## config.mk

```make
export PLATFORM = sky130hd
export DESIGN_NAME = metadata_tlv_parser_top
export DESIGN_NICKNAME = d
export VERILOG_FILES = /design/src/mtp_pkg.sv /design/src/metadata_tlv_parser_top.sv /design/src/mtp_front.sv /design/src/mtp_queue.sv /design/src/mtp_back.sv
export SDC_FILE = /design/constraint.sdc
export NUM_CORES = 1
export LEC_CHECK = 0
export BUFFER_PORTS_ARGS = -buffer_cell sky130_fd_sc_hd__buf_2
export CORE_UTILIZATION = 39
export DETAILED_ROUTE_END_ITERATION = 12
export PLACE_DENSITY_LB_ADDON = 0.3
export SYNTH_ARGS = -nofsm -noshare
export SYNTH_HDL_FRONTEND = slang
export SYNTH_SLANG_ARGS = --single-unit
```

## constraint.sdc

```tcl
create_clock -name clk -period 8.14 [get_ports clk]
set_clock_uncertainty 0.2 [all_clocks]
set_input_delay 0.814 -clock clk [delete_from_list [all_inputs] [get_ports clk]]
set_output_delay 0.814 -clock clk [all_outputs]
set_load 0.01 [all_outputs]
```

## src/mtp_pkg.sv

```systemverilog
// ----------------------------------------------------------------------------
// mtp_pkg
// Types, codes and key tables shared by the metadata record parser.
// ----------------------------------------------------------------------------
package mtp_pkg;

  localparam int KEY_COUNT = 14;
  localparam logic [7:0] PK_BYTES = 8'd32;
  localparam logic [7:0] HASH_BYTES = 8'd32;
  localparam int QUEUE_DEPTH_DEF = 4;

  localparam logic [1:0] KIND_VALUE = 2'd0;
  localparam logic [1:0] KIND_EMPTY = 2'd1;
  localparam logic [1:0] KIND_UNKNOWN = 2'd2;
  localparam logic [1:0] KIND_TRUNC = 2'd3;

  localparam logic [3:0] KEY_VN = 4'd0;
  localparam logic [3:0] KEY_OP = 4'd1;
  localparam logic [3:0] KEY_QS = 4'd2;
  localparam logic [3:0] KEY_CO = 4'd3;
  localparam logic [3:0] KEY_CP = 4'd4;
  localparam logic [3:0] KEY_PK = 4'd5;
  localparam logic [3:0] KEY_NC = 4'd6;
  localparam logic [3:0] KEY_AL = 4'd7;
  localparam logic [3:0] KEY_BE = 4'd8;
  localparam logic [3:0] KEY_ST = 4'd9;
  localparam logic [3:0] KEY_VI = 4'd10;
  localparam logic [3:0] KEY_PD = 4'd11;
  localparam logic [3:0] KEY_VT = 4'd12;
  localparam logic [3:0] KEY_NO = 4'd13;

  localparam logic [15:0] KEY_NAMES [KEY_COUNT] = '{
    "VN", "OP", "QS", "CO", "CP", "PK", "NC",
    "AL", "BE", "ST", "VI", "PD", "VT", "NO"
  };

  // Bit 8 set: a length byte follows the key
  localparam logic [8:0] LEN_VAR = 9'h100;

  typedef enum logic [4:0] {
    PH_KEY1    = 5'b00001,
    PH_KEY2    = 5'b00010,
    PH_LEN     = 5'b00100,
    PH_VALUE   = 5'b01000,
    PH_DISCARD = 5'b10000
  } phase_t;

  typedef struct packed {
    logic [1:0] kind;
    logic [3:0] key_code;
    logic [7:0] value_byte;
    logic       value_last;
    logic       cut_short;
  } res_t;

  typedef struct packed {
    logic push;
    res_t item;
  } q_wr_t;

  typedef struct packed {
    logic avail;
    res_t item;
  } q_rd_t;

  typedef struct packed {
    logic       hit;
    logic [3:0] code;
  } key_hit_t;

  function automatic key_hit_t key_lookup(input logic [7:0] c1, input logic [7:0] c2);
    key_hit_t r;
    r = '0;
    for (int k = KEY_COUNT - 1; k >= 0; k--) begin
      if (KEY_NAMES[k] == {c1, c2}) begin
        r.hit = 1'b1;
        r.code = 4'(k);
      end
    end
    return r;
  endfunction

  function automatic logic [8:0] key_len(input logic [3:0] code);
    logic [8:0] r;
    case (code)
      KEY_VN, KEY_OP, KEY_QS: r = LEN_VAR;
      KEY_CO, KEY_CP, KEY_PK: r = {1'b0, PK_BYTES};
      KEY_NC: r = 9'd2;
      KEY_AL, KEY_BE, KEY_ST, KEY_NO: r = 9'd4;
      KEY_VI, KEY_PD: r = {1'b0, HASH_BYTES};
      KEY_VT: r = 9'd1;
      default: r = 9'd0;
    endcase
    return r;
  endfunction

endpackage

```

## src/metadata_tlv_parser_top.sv

```systemverilog
// ----------------------------------------------------------------------------
// metadata_tlv_parser_top
// Splits a metadata byte stream into keyed records, one value byte per item.
// ----------------------------------------------------------------------------
//   channel  direction  handshake            payload
//   in       input      in_valid/in_stall    data_byte, buffer_end
//   out      output     out_valid/out_stall  kind, key_code, value_byte,
//                                            value_last, cut_short
//
// One input item per cycle sustained while in_stall is low; a result passes
// through a queue slot, then the output register.
// in_stall rises only when the result queue of QUEUE_DEPTH entries is full.
// Synchronous reset returns the parser to the key phase and empties the queue.
// ----------------------------------------------------------------------------
module metadata_tlv_parser_top import mtp_pkg::*; #(
  parameter int QUEUE_DEPTH = QUEUE_DEPTH_DEF
) (
  input  logic       clk,
  input  logic       rst,
  input  logic       in_valid,
  output logic       in_stall,
  input  logic [7:0] data_byte,
  input  logic       buffer_end,
  output logic       out_valid,
  input  logic       out_stall,
  output logic [1:0] kind,
  output logic [3:0] key_code,
  output logic [7:0] value_byte,
  output logic       value_last,
  output logic       cut_short
);

  q_wr_t q_wr;
  q_rd_t q_rd;
  logic  q_full;
  logic  pop;

  mtp_front u_front (
    .clk        (clk),
    .rst        (rst),
    .in_valid   (in_valid),
    .in_stall   (in_stall),
    .data_byte  (data_byte),
    .buffer_end (buffer_end),
    .q_full     (q_full),
    .q_wr       (q_wr)
  );

  mtp_queue #(
    .DEPTH (QUEUE_DEPTH)
  ) u_queue (
    .clk    (clk),
    .rst    (rst),
    .q_wr   (q_wr),
    .q_full (q_full),
    .pop    (pop),
    .q_rd   (q_rd)
  );

  mtp_back u_back (
    .clk        (clk),
    .rst        (rst),
    .q_rd       (q_rd),
    .pop        (pop),
    .out_valid  (out_valid),
    .out_stall  (out_stall),
    .kind       (kind),
    .key_code   (key_code),
    .value_byte (value_byte),
    .value_last (value_last),
    .cut_short  (cut_short)
  );

endmodule

```

## src/mtp_front.sv

```systemverilog
// ----------------------------------------------------------------------------
// mtp_front
// Accepts buffer bytes, tracks the record phase and pushes result items.
// ----------------------------------------------------------------------------
module mtp_front import mtp_pkg::*; (
  input  logic       clk,
  input  logic       rst,
  input  logic       in_valid,
  output logic       in_stall,
  input  logic [7:0] data_byte,
  input  logic       buffer_end,
  input  logic       q_full,
  output q_wr_t      q_wr
);

  phase_t     phase, phase_next;
  logic [7:0] first_char, first_char_next;
  logic [3:0] cur_key, cur_key_next;
  logic [7:0] remain, remain_next;
  logic [7:0] remain_dec;
  logic       accept;
  logic       emit;
  res_t       res;
  key_hit_t   look;
  logic [8:0] len;

  assign in_stall = q_full;
  assign accept = in_valid & ~q_full;
  assign remain_dec = remain - 8'd1;

  always_comb begin
    phase_next = phase;
    first_char_next = first_char;
    cur_key_next = cur_key;
    remain_next = remain;
    emit = 1'b0;
    res = '0;
    look = key_lookup(first_char, data_byte);
    len = key_len(look.code);
    case (phase)
      PH_KEY2: begin
        if (!look.hit) begin
          phase_next = buffer_end ? PH_KEY1 : PH_DISCARD;
          emit = 1'b1;
          res.kind = KIND_UNKNOWN;
        end else begin
          cur_key_next = look.code;
          if (len[8]) begin
            phase_next = buffer_end ? PH_KEY1 : PH_LEN;
            emit = buffer_end;
            res.kind = KIND_TRUNC;
            res.key_code = look.code;
            res.cut_short = 1'b1;
          end else if (len[7:0] == 8'd0) begin
            phase_next = PH_KEY1;
            emit = 1'b1;
            res.kind = KIND_EMPTY;
            res.key_code = look.code;
            res.value_last = 1'b1;
          end else begin
            remain_next = len[7:0];
            phase_next = buffer_end ? PH_KEY1 : PH_VALUE;
            emit = buffer_end;
            res.kind = KIND_TRUNC;
            res.key_code = look.code;
            res.cut_short = 1'b1;
          end
        end
      end
      PH_LEN: begin
        remain_next = data_byte;
        if (data_byte == 8'd0) begin
          phase_next = PH_KEY1;
          emit = 1'b1;
          res.kind = KIND_EMPTY;
          res.key_code = cur_key;
          res.value_last = 1'b1;
        end else begin
          phase_next = buffer_end ? PH_KEY1 : PH_VALUE;
          emit = buffer_end;
          res.kind = KIND_TRUNC;
          res.key_code = cur_key;
          res.cut_short = 1'b1;
        end
      end
      PH_VALUE: begin
        remain_next = remain_dec;
        emit = 1'b1;
        res.kind = KIND_VALUE;
        res.key_code = cur_key;
        res.value_byte = data_byte;
        if (remain_dec == 8'd0) begin
          phase_next = PH_KEY1;
          res.value_last = 1'b1;
        end else if (buffer_end) begin
          phase_next = PH_KEY1;
          res.value_last = 1'b1;
          res.cut_short = 1'b1;
        end
      end
      PH_DISCARD: begin
        if (buffer_end) phase_next = PH_KEY1;
      end
      default: begin
        first_char_next = data_byte;
        phase_next = buffer_end ? PH_KEY1 : PH_KEY2;
        emit = buffer_end;
        res.kind = KIND_TRUNC;
        res.cut_short = 1'b1;
      end
    endcase
  end

  assign q_wr.push = accept & emit;
  assign q_wr.item = res;

  always_ff @(posedge clk) begin
    if (rst) begin
      phase <= PH_KEY1;
      first_char <= '0;
      cur_key <= '0;
      remain <= '0;
    end else if (accept) begin
      phase <= phase_next;
      first_char <= first_char_next;
      cur_key <= cur_key_next;
      remain <= remain_next;
    end
  end

endmodule

```

## src/mtp_queue.sv

```systemverilog
// ----------------------------------------------------------------------------
// mtp_queue
// Short result queue between the parsing front and the output stage.
// ----------------------------------------------------------------------------
module mtp_queue import mtp_pkg::*; #(
  parameter int DEPTH = QUEUE_DEPTH_DEF
) (
  input  logic  clk,
  input  logic  rst,
  input  q_wr_t q_wr,
  output logic  q_full,
  input  logic  pop,
  output q_rd_t q_rd
);

  localparam int AW = (DEPTH > 1) ? $clog2(DEPTH) : 1;
  localparam int CW = $clog2(DEPTH + 1);

  res_t          slots [DEPTH];
  logic [AW-1:0] wr_ptr;
  logic [AW-1:0] rd_ptr;
  logic [CW-1:0] count;
  logic          do_push;
  logic          do_pop;

  assign q_full = (count == CW'(DEPTH));
  assign q_rd.avail = (count != '0);
  assign q_rd.item = slots[rd_ptr];
  assign do_push = q_wr.push & ~q_full;
  assign do_pop = pop & q_rd.avail;

  always_ff @(posedge clk) begin
    if (do_push) slots[wr_ptr] <= q_wr.item;
  end

  always_ff @(posedge clk) begin
    if (rst) begin
      wr_ptr <= '0;
      rd_ptr <= '0;
      count <= '0;
    end else begin
      if (do_push) begin
        wr_ptr <= (wr_ptr == AW'(DEPTH - 1)) ? '0 : wr_ptr + 1'b1;
      end
      if (do_pop) begin
        rd_ptr <= (rd_ptr == AW'(DEPTH - 1)) ? '0 : rd_ptr + 1'b1;
      end
      if (do_push && !do_pop) begin
        count <= count + 1'b1;
      end else if (do_pop && !do_push) begin
        count <= count - 1'b1;
      end
    end
  end

endmodule

```

## src/mtp_back.sv

```systemverilog
// ----------------------------------------------------------------------------
// mtp_back
// Output register: drains the queue and holds each item under stall.
// ----------------------------------------------------------------------------
module mtp_back import mtp_pkg::*; (
  input  logic       clk,
  input  logic       rst,
  input  q_rd_t      q_rd,
  output logic       pop,
  output logic       out_valid,
  input  logic       out_stall,
  output logic [1:0] kind,
  output logic [3:0] key_code,
  output logic [7:0] value_byte,
  output logic       value_last,
  output logic       cut_short
);

  res_t hold;
  logic load;

  assign load = ~out_valid | ~out_stall;
  assign pop = load & q_rd.avail;

  always_ff @(posedge clk) begin
    if (rst) begin
      out_valid <= 1'b0;
    end else if (load) begin
      out_valid <= q_rd.avail;
    end
  end

  always_ff @(posedge clk) begin
    if (pop) hold <= q_rd.item;
  end

  assign kind = hold.kind;
  assign key_code = hold.key_code;
  assign value_byte = hold.value_byte;
  assign value_last = hold.value_last;
  assign cut_short = hold.cut_short;

endmodule

```

# Yosys cells after proc, flatten, opt, wreduce, memory -nomap -nowiden

Memory sizes are Yosys's and may differ from the RTL's. A register that Yosys moved wholly into a read port is not among the register bits.
Index checks and enable logic that the tools add are counted.

Bitwise operators: 10
Mux-type cells: 60
Equal/unequal tests: 24
Reductions and logical operators: 15
Add/subtract/negate cells: 5

Operators with widths:

| operator             | count |
|---|---|
| $eq 15x16->1 const A | 14 |
| $mux 5               | 21 |
| $mux 8               | 4 |
| $logic_not 8->1      | 3 |
| $pmux 8 s3           | 1 |
| $pmux 5 s4           | 1 |
| $mux 6               | 3 |
| $mux 1               | 14 |
| $mux 2               | 6 |
| $pmux 4 s3           | 1 |
| $mux 3               | 3 |
| $mux 4               | 2 |
| $pmux 1 s4           | 2 |
| $sub 8x1->8 const B  | 1 |
| $pmux 2 s3           | 1 |
| $reduce_bool 3->1    | 2 |
| $and 1x1->1          | 5 |
| $eq 5x2->1 const B   | 1 |
| $eq 5x3->1 const B   | 1 |
| $eq 5x4->1 const B   | 1 |
| $eq 5x5->1 const B   | 1 |
| $reduce_and 5->1     | 1 |
| $add 2x1->2 const B  | 2 |
| $eq 2x2->1 const B   | 2 |
| other kinds (15)     | 21 |

Memories kept: 2
Logic and storage cells: 124
Input bits: 13
Memory bits (writable): 64
Flip-flop bits (word level): 33
Output and inout port bits: 18
Memory bits (read-only): 80

Memory list:

| memory          | words | width | read ports | clocked after Yosys merged registers in | write ports | line            | text |
|---|---|---|---|---|---|---|---|
| (no name shown) | 16    | 5     | 1          | 0                                       | 0           | mtp_pkg.sv:85   | `case (code)` |
| u_queue.slots   | 4     | 16    | 1          | 1                                       | 1           | mtp_queue.sv:19 | `res_t slots [DEPTH];` |

# Depth between registers and ports, before layout

An unclocked memory read counts as a cell.

Word-level depth: 27
Mapped depth: 13

# Hierarchy

Synthesis repeated with hierarchy kept, for this count alone.

Cells, all modules: 451
Area total of the unflattened synthesis: 5577.8 um2

By module, submodules not included:

| module    | area an instance (um2) | cells an instance | times used |
|---|---|---|---|
| mtp_queue | 2811.4                 | 134               | 1 |
| mtp_front | 2249.7                 | 297               | 1 |
| mtp_back  | 516.7                  | 20                | 1 |

# Least setup slack after synthesis

OpenSTA, ideal clock, no wires.

Kind: input -> register
Start: in data_byte[3]
End: reg u_queue.count[2]
Setup time: 0.070 ns
Required time: 7.870 ns
Stages: 13
Setup slack: 4.383 ns
Arrival: 3.487 ns
Path through: clkbuf_1 > and4_2 > o2111ai_1 > o211ai_1 > nor2_2 > a211oi_2 > nor2_1 > ha_1 > inv_1 > fa_1 > xor2_1 > or3_1 > a21oi_1

Cells in the longest elaborated chain, start to end: 26
Elaborated cells on any way between the ends: 43
Those cells by class: eq/ne: 14; mux: 20; bitwise: 2; reduce/logical: 6; memory: 1

RTL lines:

| what                        | line                          | text |
|---|---|---|
| start, declared             | metadata_tlv_parser_top.sv:22 | `input logic [7:0] data_byte,` |
| $eq 15x16->1                | mtp_pkg.sv:75                 | `if (KEY_NAMES[k] == {c1, c2}) begin` |
| $mux 5 (14 in a row)        | mtp_pkg.sv:75                 |  |
| $mem_v2 16x5                | --                            |  |
| $logic_not 8->1             | mtp_front.sv:54               | `end else if (len[7:0] == 8'd0) begin` |
| $mux 1                      | mtp_front.sv:54               |  |
| $mux 1                      | mtp_front.sv:48               | `if (len[8]) begin` |
| $mux 1                      | mtp_front.sv:42               | `if (!look.hit) begin` |
| $pmux 1 s4 *                | mtp_front.sv:40               | `case (phase)` |
| $and 1x1->1 *               | mtp_front.sv:114              | `assign q_wr.push = accept & emit;` |
| $and 1x1->1 *               | mtp_queue.sv:29               | `assign do_push = q_wr.push & ~q_full;` |
| via u_queue.do_push         | mtp_queue.sv:23               | `logic do_push;` |
| $logic_not 1->1             | mtp_queue.sv:50               | `end else if (do_pop && !do_push) begin` |
| $logic_and 1x1->1           | mtp_queue.sv:50               |  |
| $reduce_bool 2->1 (no line) | --                            |  |
| end signal, assigned        | mtp_queue.sv:49               | `count <= count + 1'b1;` |
| end signal, assigned        | mtp_queue.sv:51               | `count <= count - 1'b1;` |
| end, declared               | mtp_queue.sv:22               | `logic [CW-1:0] count;` |

The timed path passes the listed nets; every way through them passes the cells marked *.
A chain may end at the register's enable or synchronous reset.

# Worst setup path in the final report

Start: in data_byte[5]
End: reg u_queue.count[2]

Same word-level chain as after synthesis.

==> impl_summary.txt <==
----------------------------------------------------
[Outcome]
  Result of the run ... finished clean

[Worst setup path]
  Category of the worst setup path capture point ... register
  Arr. time, crit path ... 4.15 ns
  Largest fanout of any net on the critical path ... 6
  CP Class ... input pin to register
  Register-to-Register Path Depth ... 12
  Required arrival time at the worst endpoint ... 8.27 ns
  Element type at the critical path start ... input pin

[Layout]
  Final design utilization ... 0.464
  Antenna cells ... 0
  Area overhead of the layout relative to synthesis ... 15.3%
  Final #Nets ... 462
  Leading cell type in the layout, fill and taps excluded ... sky130_fd_sc_hd__edfxtp_1
  Count of fill cells added during filler insertion ... 1181
  Fraction of final layout cells sized beyond drive strength 1 ... 0.221
  Most frequent cells in the layout ... sky130_fd_sc_hd__edfxtp_1 (80), sky130_fd_sc_hd__dfxtp_1 (33), sky130_fd_sc_hd__buf_2 (30)

[Synthesis]
  Ys Warns ... 0
  Synthesized area ... 0.00535 mm2
  Number of nets in the synthesized netlist ... 433
  Synthesized netlist cell count ... 411
  Sequential fraction of the synthesis area ... 0.573
  Proportion of register bits with asynchronous set or reset after synthesis ... 0
  Netlist cell types ... 72
  Top flip-flop cell by instance count after synthesis ... sky130_fd_sc_hd__edfxtp_1
  Synth Area per Inst ... 13.0 um2
  Number of synthesized flops with an enable pin ... 80
  Flops & latches, synth ... 113

[Route]
  DR vias/cell ... 5.52
  Via count ... 3473
  Total routed wirelength ... 11.0 mm
  DR iter-0 viols ... 310
  DRC violation count after routing ... 0
  First drt pass iteration count ... 4
  Mean routed wirelength per cell ... 17.5 um
  Detail Route Antenna Nets ... 0

[CTS]
  Clock sink count ... 113
  H-Tree Level Count ... 4
  Clock Latency Late Sink ... 0.41 ns
  Num CTS Buffers ... 17
  Number of buffers inserted to repair setup after CTS ... 0
  Clock transition at the register clock pins on the worst setup and hold paths after CTS ... 0.06 ns
  Largest buffer count on any clock path ... 2
  Number of buffers added to fix hold violations after cts ... 0
  Clock root cell ... sky130_fd_sc_hd__clkbuf_16
  Post-cts gate resize count ... 0
  CTS tree ... built

[Floorplan]
  Floorplan die area ... 0.0142 mm2
  Top Ports ... 31
  Initial Util ... 0.402
  Height of the chip ... 119 um
  Width of the chip ... 119 um
  Rows ... 42
  Core Footprint ... 0.0133 mm2

[Timing]
  PnR worst setup slack ... 4.12 ns
  Worst slew margin relative to its limit ... 0.376
  Setup repair after global routing missed its margin ... no
  Clock period minus final worst setup slack ... 4.02 ns
  Pins Over Slew Limit ... 0
  Slew at the pin closest to its max-slew limit ... 0.923 ns
  Maximum clock rate ... 249 MHz
  Final Hold Viols ... 0
  Setup_tns ... 0 ns
  Count of endpoints failing setup in the final report ... 0
  Tcrit/Tclk final ... 0.494

[Place]
  Setup WS pre-CTS ... 3.75 ns
  Buffers added on ports ... 30
  Last weighted congestion value of the routability-driven placer ... 0.821
  HPWL Detailed ... 7.63 mm

[Worst hold path]
  Count of cells along the worst hold path ... 2
  Path category of the worst min-delay check ... register to register

[GRT]
  Total track usage ... 0.168
  Largest net degree at the start of global routing ... 35
  Vias in the first global route ... 3528
  Global-route wire length before repair ... 18.1 mm
  Number of antenna violations at the first check in global routing ... 0
  Overflow after GRT ... 0

[Pwr]
  Maximum vdd drop ... 142 uV
  Areal power density over the cells ... 285 mW/mm2
  Leakage ... 2.09 nW

[Job]
  Max-Cap Viols ... 0

----------------------------------------------------
-- where the power goes --
part	total (mW)	switching (mW)	internal (mW)
combinational	0.312	0.168	0.143
sequential	0.752	0.0427	0.710
clock	0.694	0.272	0.422
total	1.76	0.483	1.27
-- state kept, by name, indices dropped and copies added (netlist names) --
signal and count:
u_queue.wr_ptr 2, u_back.cut_short 1, u_queue.count 3, u_back.kind 2, u_front.first_char 8, u_back.key_code 4, u_queue.slots 64, u_front.cur_key 4
u_back.value_byte 8, u_queue.rd_ptr 2, u_front.remain 8, u_back.value_last 1, u_front.phase 5, u_back.out_valid 1
-- Yosys cell counts, types with 4 or more instances --
| cell type | n | share of area |
|---|---|---|
| sky130_fd_sc_hd__ha_1 | 8 | 0.019 |
| sky130_fd_sc_hd__nor4_1 | 5 | 0.0058 |
| sky130_fd_sc_hd__edfxtp_1 | 80 | 0.45 |
| sky130_fd_sc_hd__and2_1 | 15 | 0.018 |
| sky130_fd_sc_hd__nand3_1 | 4 | 0.0037 |
| sky130_fd_sc_hd__a211oi_1 | 12 | 0.017 |
| sky130_fd_sc_hd__nand2_1 | 27 | 0.019 |
| sky130_fd_sc_hd__nor3b_1 | 4 | 0.0056 |
| sky130_fd_sc_hd__buf_6 | 4 | 0.0084 |
| sky130_fd_sc_hd__or3_1 | 4 | 0.0047 |
| sky130_fd_sc_hd__mux4_2 | 16 | 0.067 |
| sky130_fd_sc_hd__nand4_1 | 5 | 0.0058 |
| sky130_fd_sc_hd__mux2i_1 | 10 | 0.019 |
| sky130_fd_sc_hd__or4_1 | 4 | 0.0056 |
| sky130_fd_sc_hd__inv_1 | 8 | 0.0056 |
| sky130_fd_sc_hd__clkbuf_1 | 11 | 0.0077 |
| sky130_fd_sc_hd__buf_2 | 4 | 0.0037 |
| sky130_fd_sc_hd__a21oi_1 | 14 | 0.013 |
| sky130_fd_sc_hd__nor2_1 | 29 | 0.020 |
| sky130_fd_sc_hd__nor2b_1 | 4 | 0.0047 |
| sky130_fd_sc_hd__a22oi_1 | 6 | 0.0084 |
| sky130_fd_sc_hd__xor2_1 | 8 | 0.013 |
| sky130_fd_sc_hd__o21ai_0 | 10 | 0.0094 |
| sky130_fd_sc_hd__nor3_1 | 13 | 0.012 |
| sky130_fd_sc_hd__dfxtp_1 | 33 | 0.12 |
| sky130_fd_sc_hd__nand3b_1 | 6 | 0.0084 |
-- final cells by class --
cell class,instances,area (um2),area share
Clock buffer,18,429,0.0696
Inverter,8,30.0,0.00487
Clock inverter,14,133,0.0215
Tap cell,176,220,0.0357
Sequential cell,113,3060,0.497
Multi-Input combinational cell,269,2130,0.346
Timing Repair Buffer,31,158,0.0256
-- path summary, 6_finish.rpt --
kind | end | startpoint | slack [ns]
hold / removal | u_back.out_valid$_SDFFE_PP0N_ | u_back.out_valid$_SDFFE_PP0N_ | 0.28
hold reg to reg | u_back.out_valid$_SDFFE_PP0N_ | u_back.out_valid$_SDFFE_PP0N_ | 0.28
setup reg to reg | u_queue.count[2]$_SDFFE_PP0P_ | u_front.phase[1]$_SDFFE_PP0P_ | 4.27
setup / recovery | u_queue.count[2]$_SDFFE_PP0P_ | data_byte[5] | 4.12
-- metrics by stage --
| step | hold slack (ns) | cell area (um2) | instances | total power [mW] |
|---|---|---|---|---|
| after floorplan | 0.261 | 5350 | 411 | 0.983 |
| after global placement | 0.254 | 5610 | 597 | 1.08 |
| after detailed placement | 0.272 | 5610 | 597 | 1.08 |
| after CTS | 0.283 | 6170 | 629 | 1.78 |
| after global routing | 0.325 | 6170 | 629 | 1.84 |
| final | 0.276 | 6170 | 629 | 1.76 |
-- cell families (layout without fill, tap and decap cells) --
kind of cell,Yosys count,in the layout,share of synthesized area
compound gates,75,75,0.109
xor+xnor,11,11,0.0180
fa+ha+maj,9,9,0.0225
buf+inv,29,71,0.0283
flops,113,113,0.573
mux,29,29,0.0931
simple gates,145,145,0.157
-- layer usage --
| metal | GRT usage | vias to the layer above | wire (um) |
|---|---|---|---|
| met3 | 0.0388 | 8 | 467 |
| met2 | 0.289 | 87 | 5630 |
| met5 | 0 | - | 0 |
| met1 | 0.207 | 1722 | 4800 |
| met4 | 0.0546 | 0 | 86 |
| li1 | - | 1656 | - |
-- worst max-delay path: stages --
cell	delay, ns
sky130_fd_sc_hd__buf_2	0.14
sky130_fd_sc_hd__nor4b_1	0.80
sky130_fd_sc_hd__nand2_1	0.37
sky130_fd_sc_hd__o22ai_1	0.34
sky130_fd_sc_hd__nor3_2	0.14
sky130_fd_sc_hd__a211oi_2	0.35
sky130_fd_sc_hd__nor2_1	0.15
sky130_fd_sc_hd__ha_1	0.24
sky130_fd_sc_hd__inv_1	0.09
sky130_fd_sc_hd__fa_1	0.19
sky130_fd_sc_hd__xor2_1	0.07
sky130_fd_sc_hd__or3_1	0.30
sky130_fd_sc_hd__a21oi_1	0.14
(Power assumes the default switching activity.)
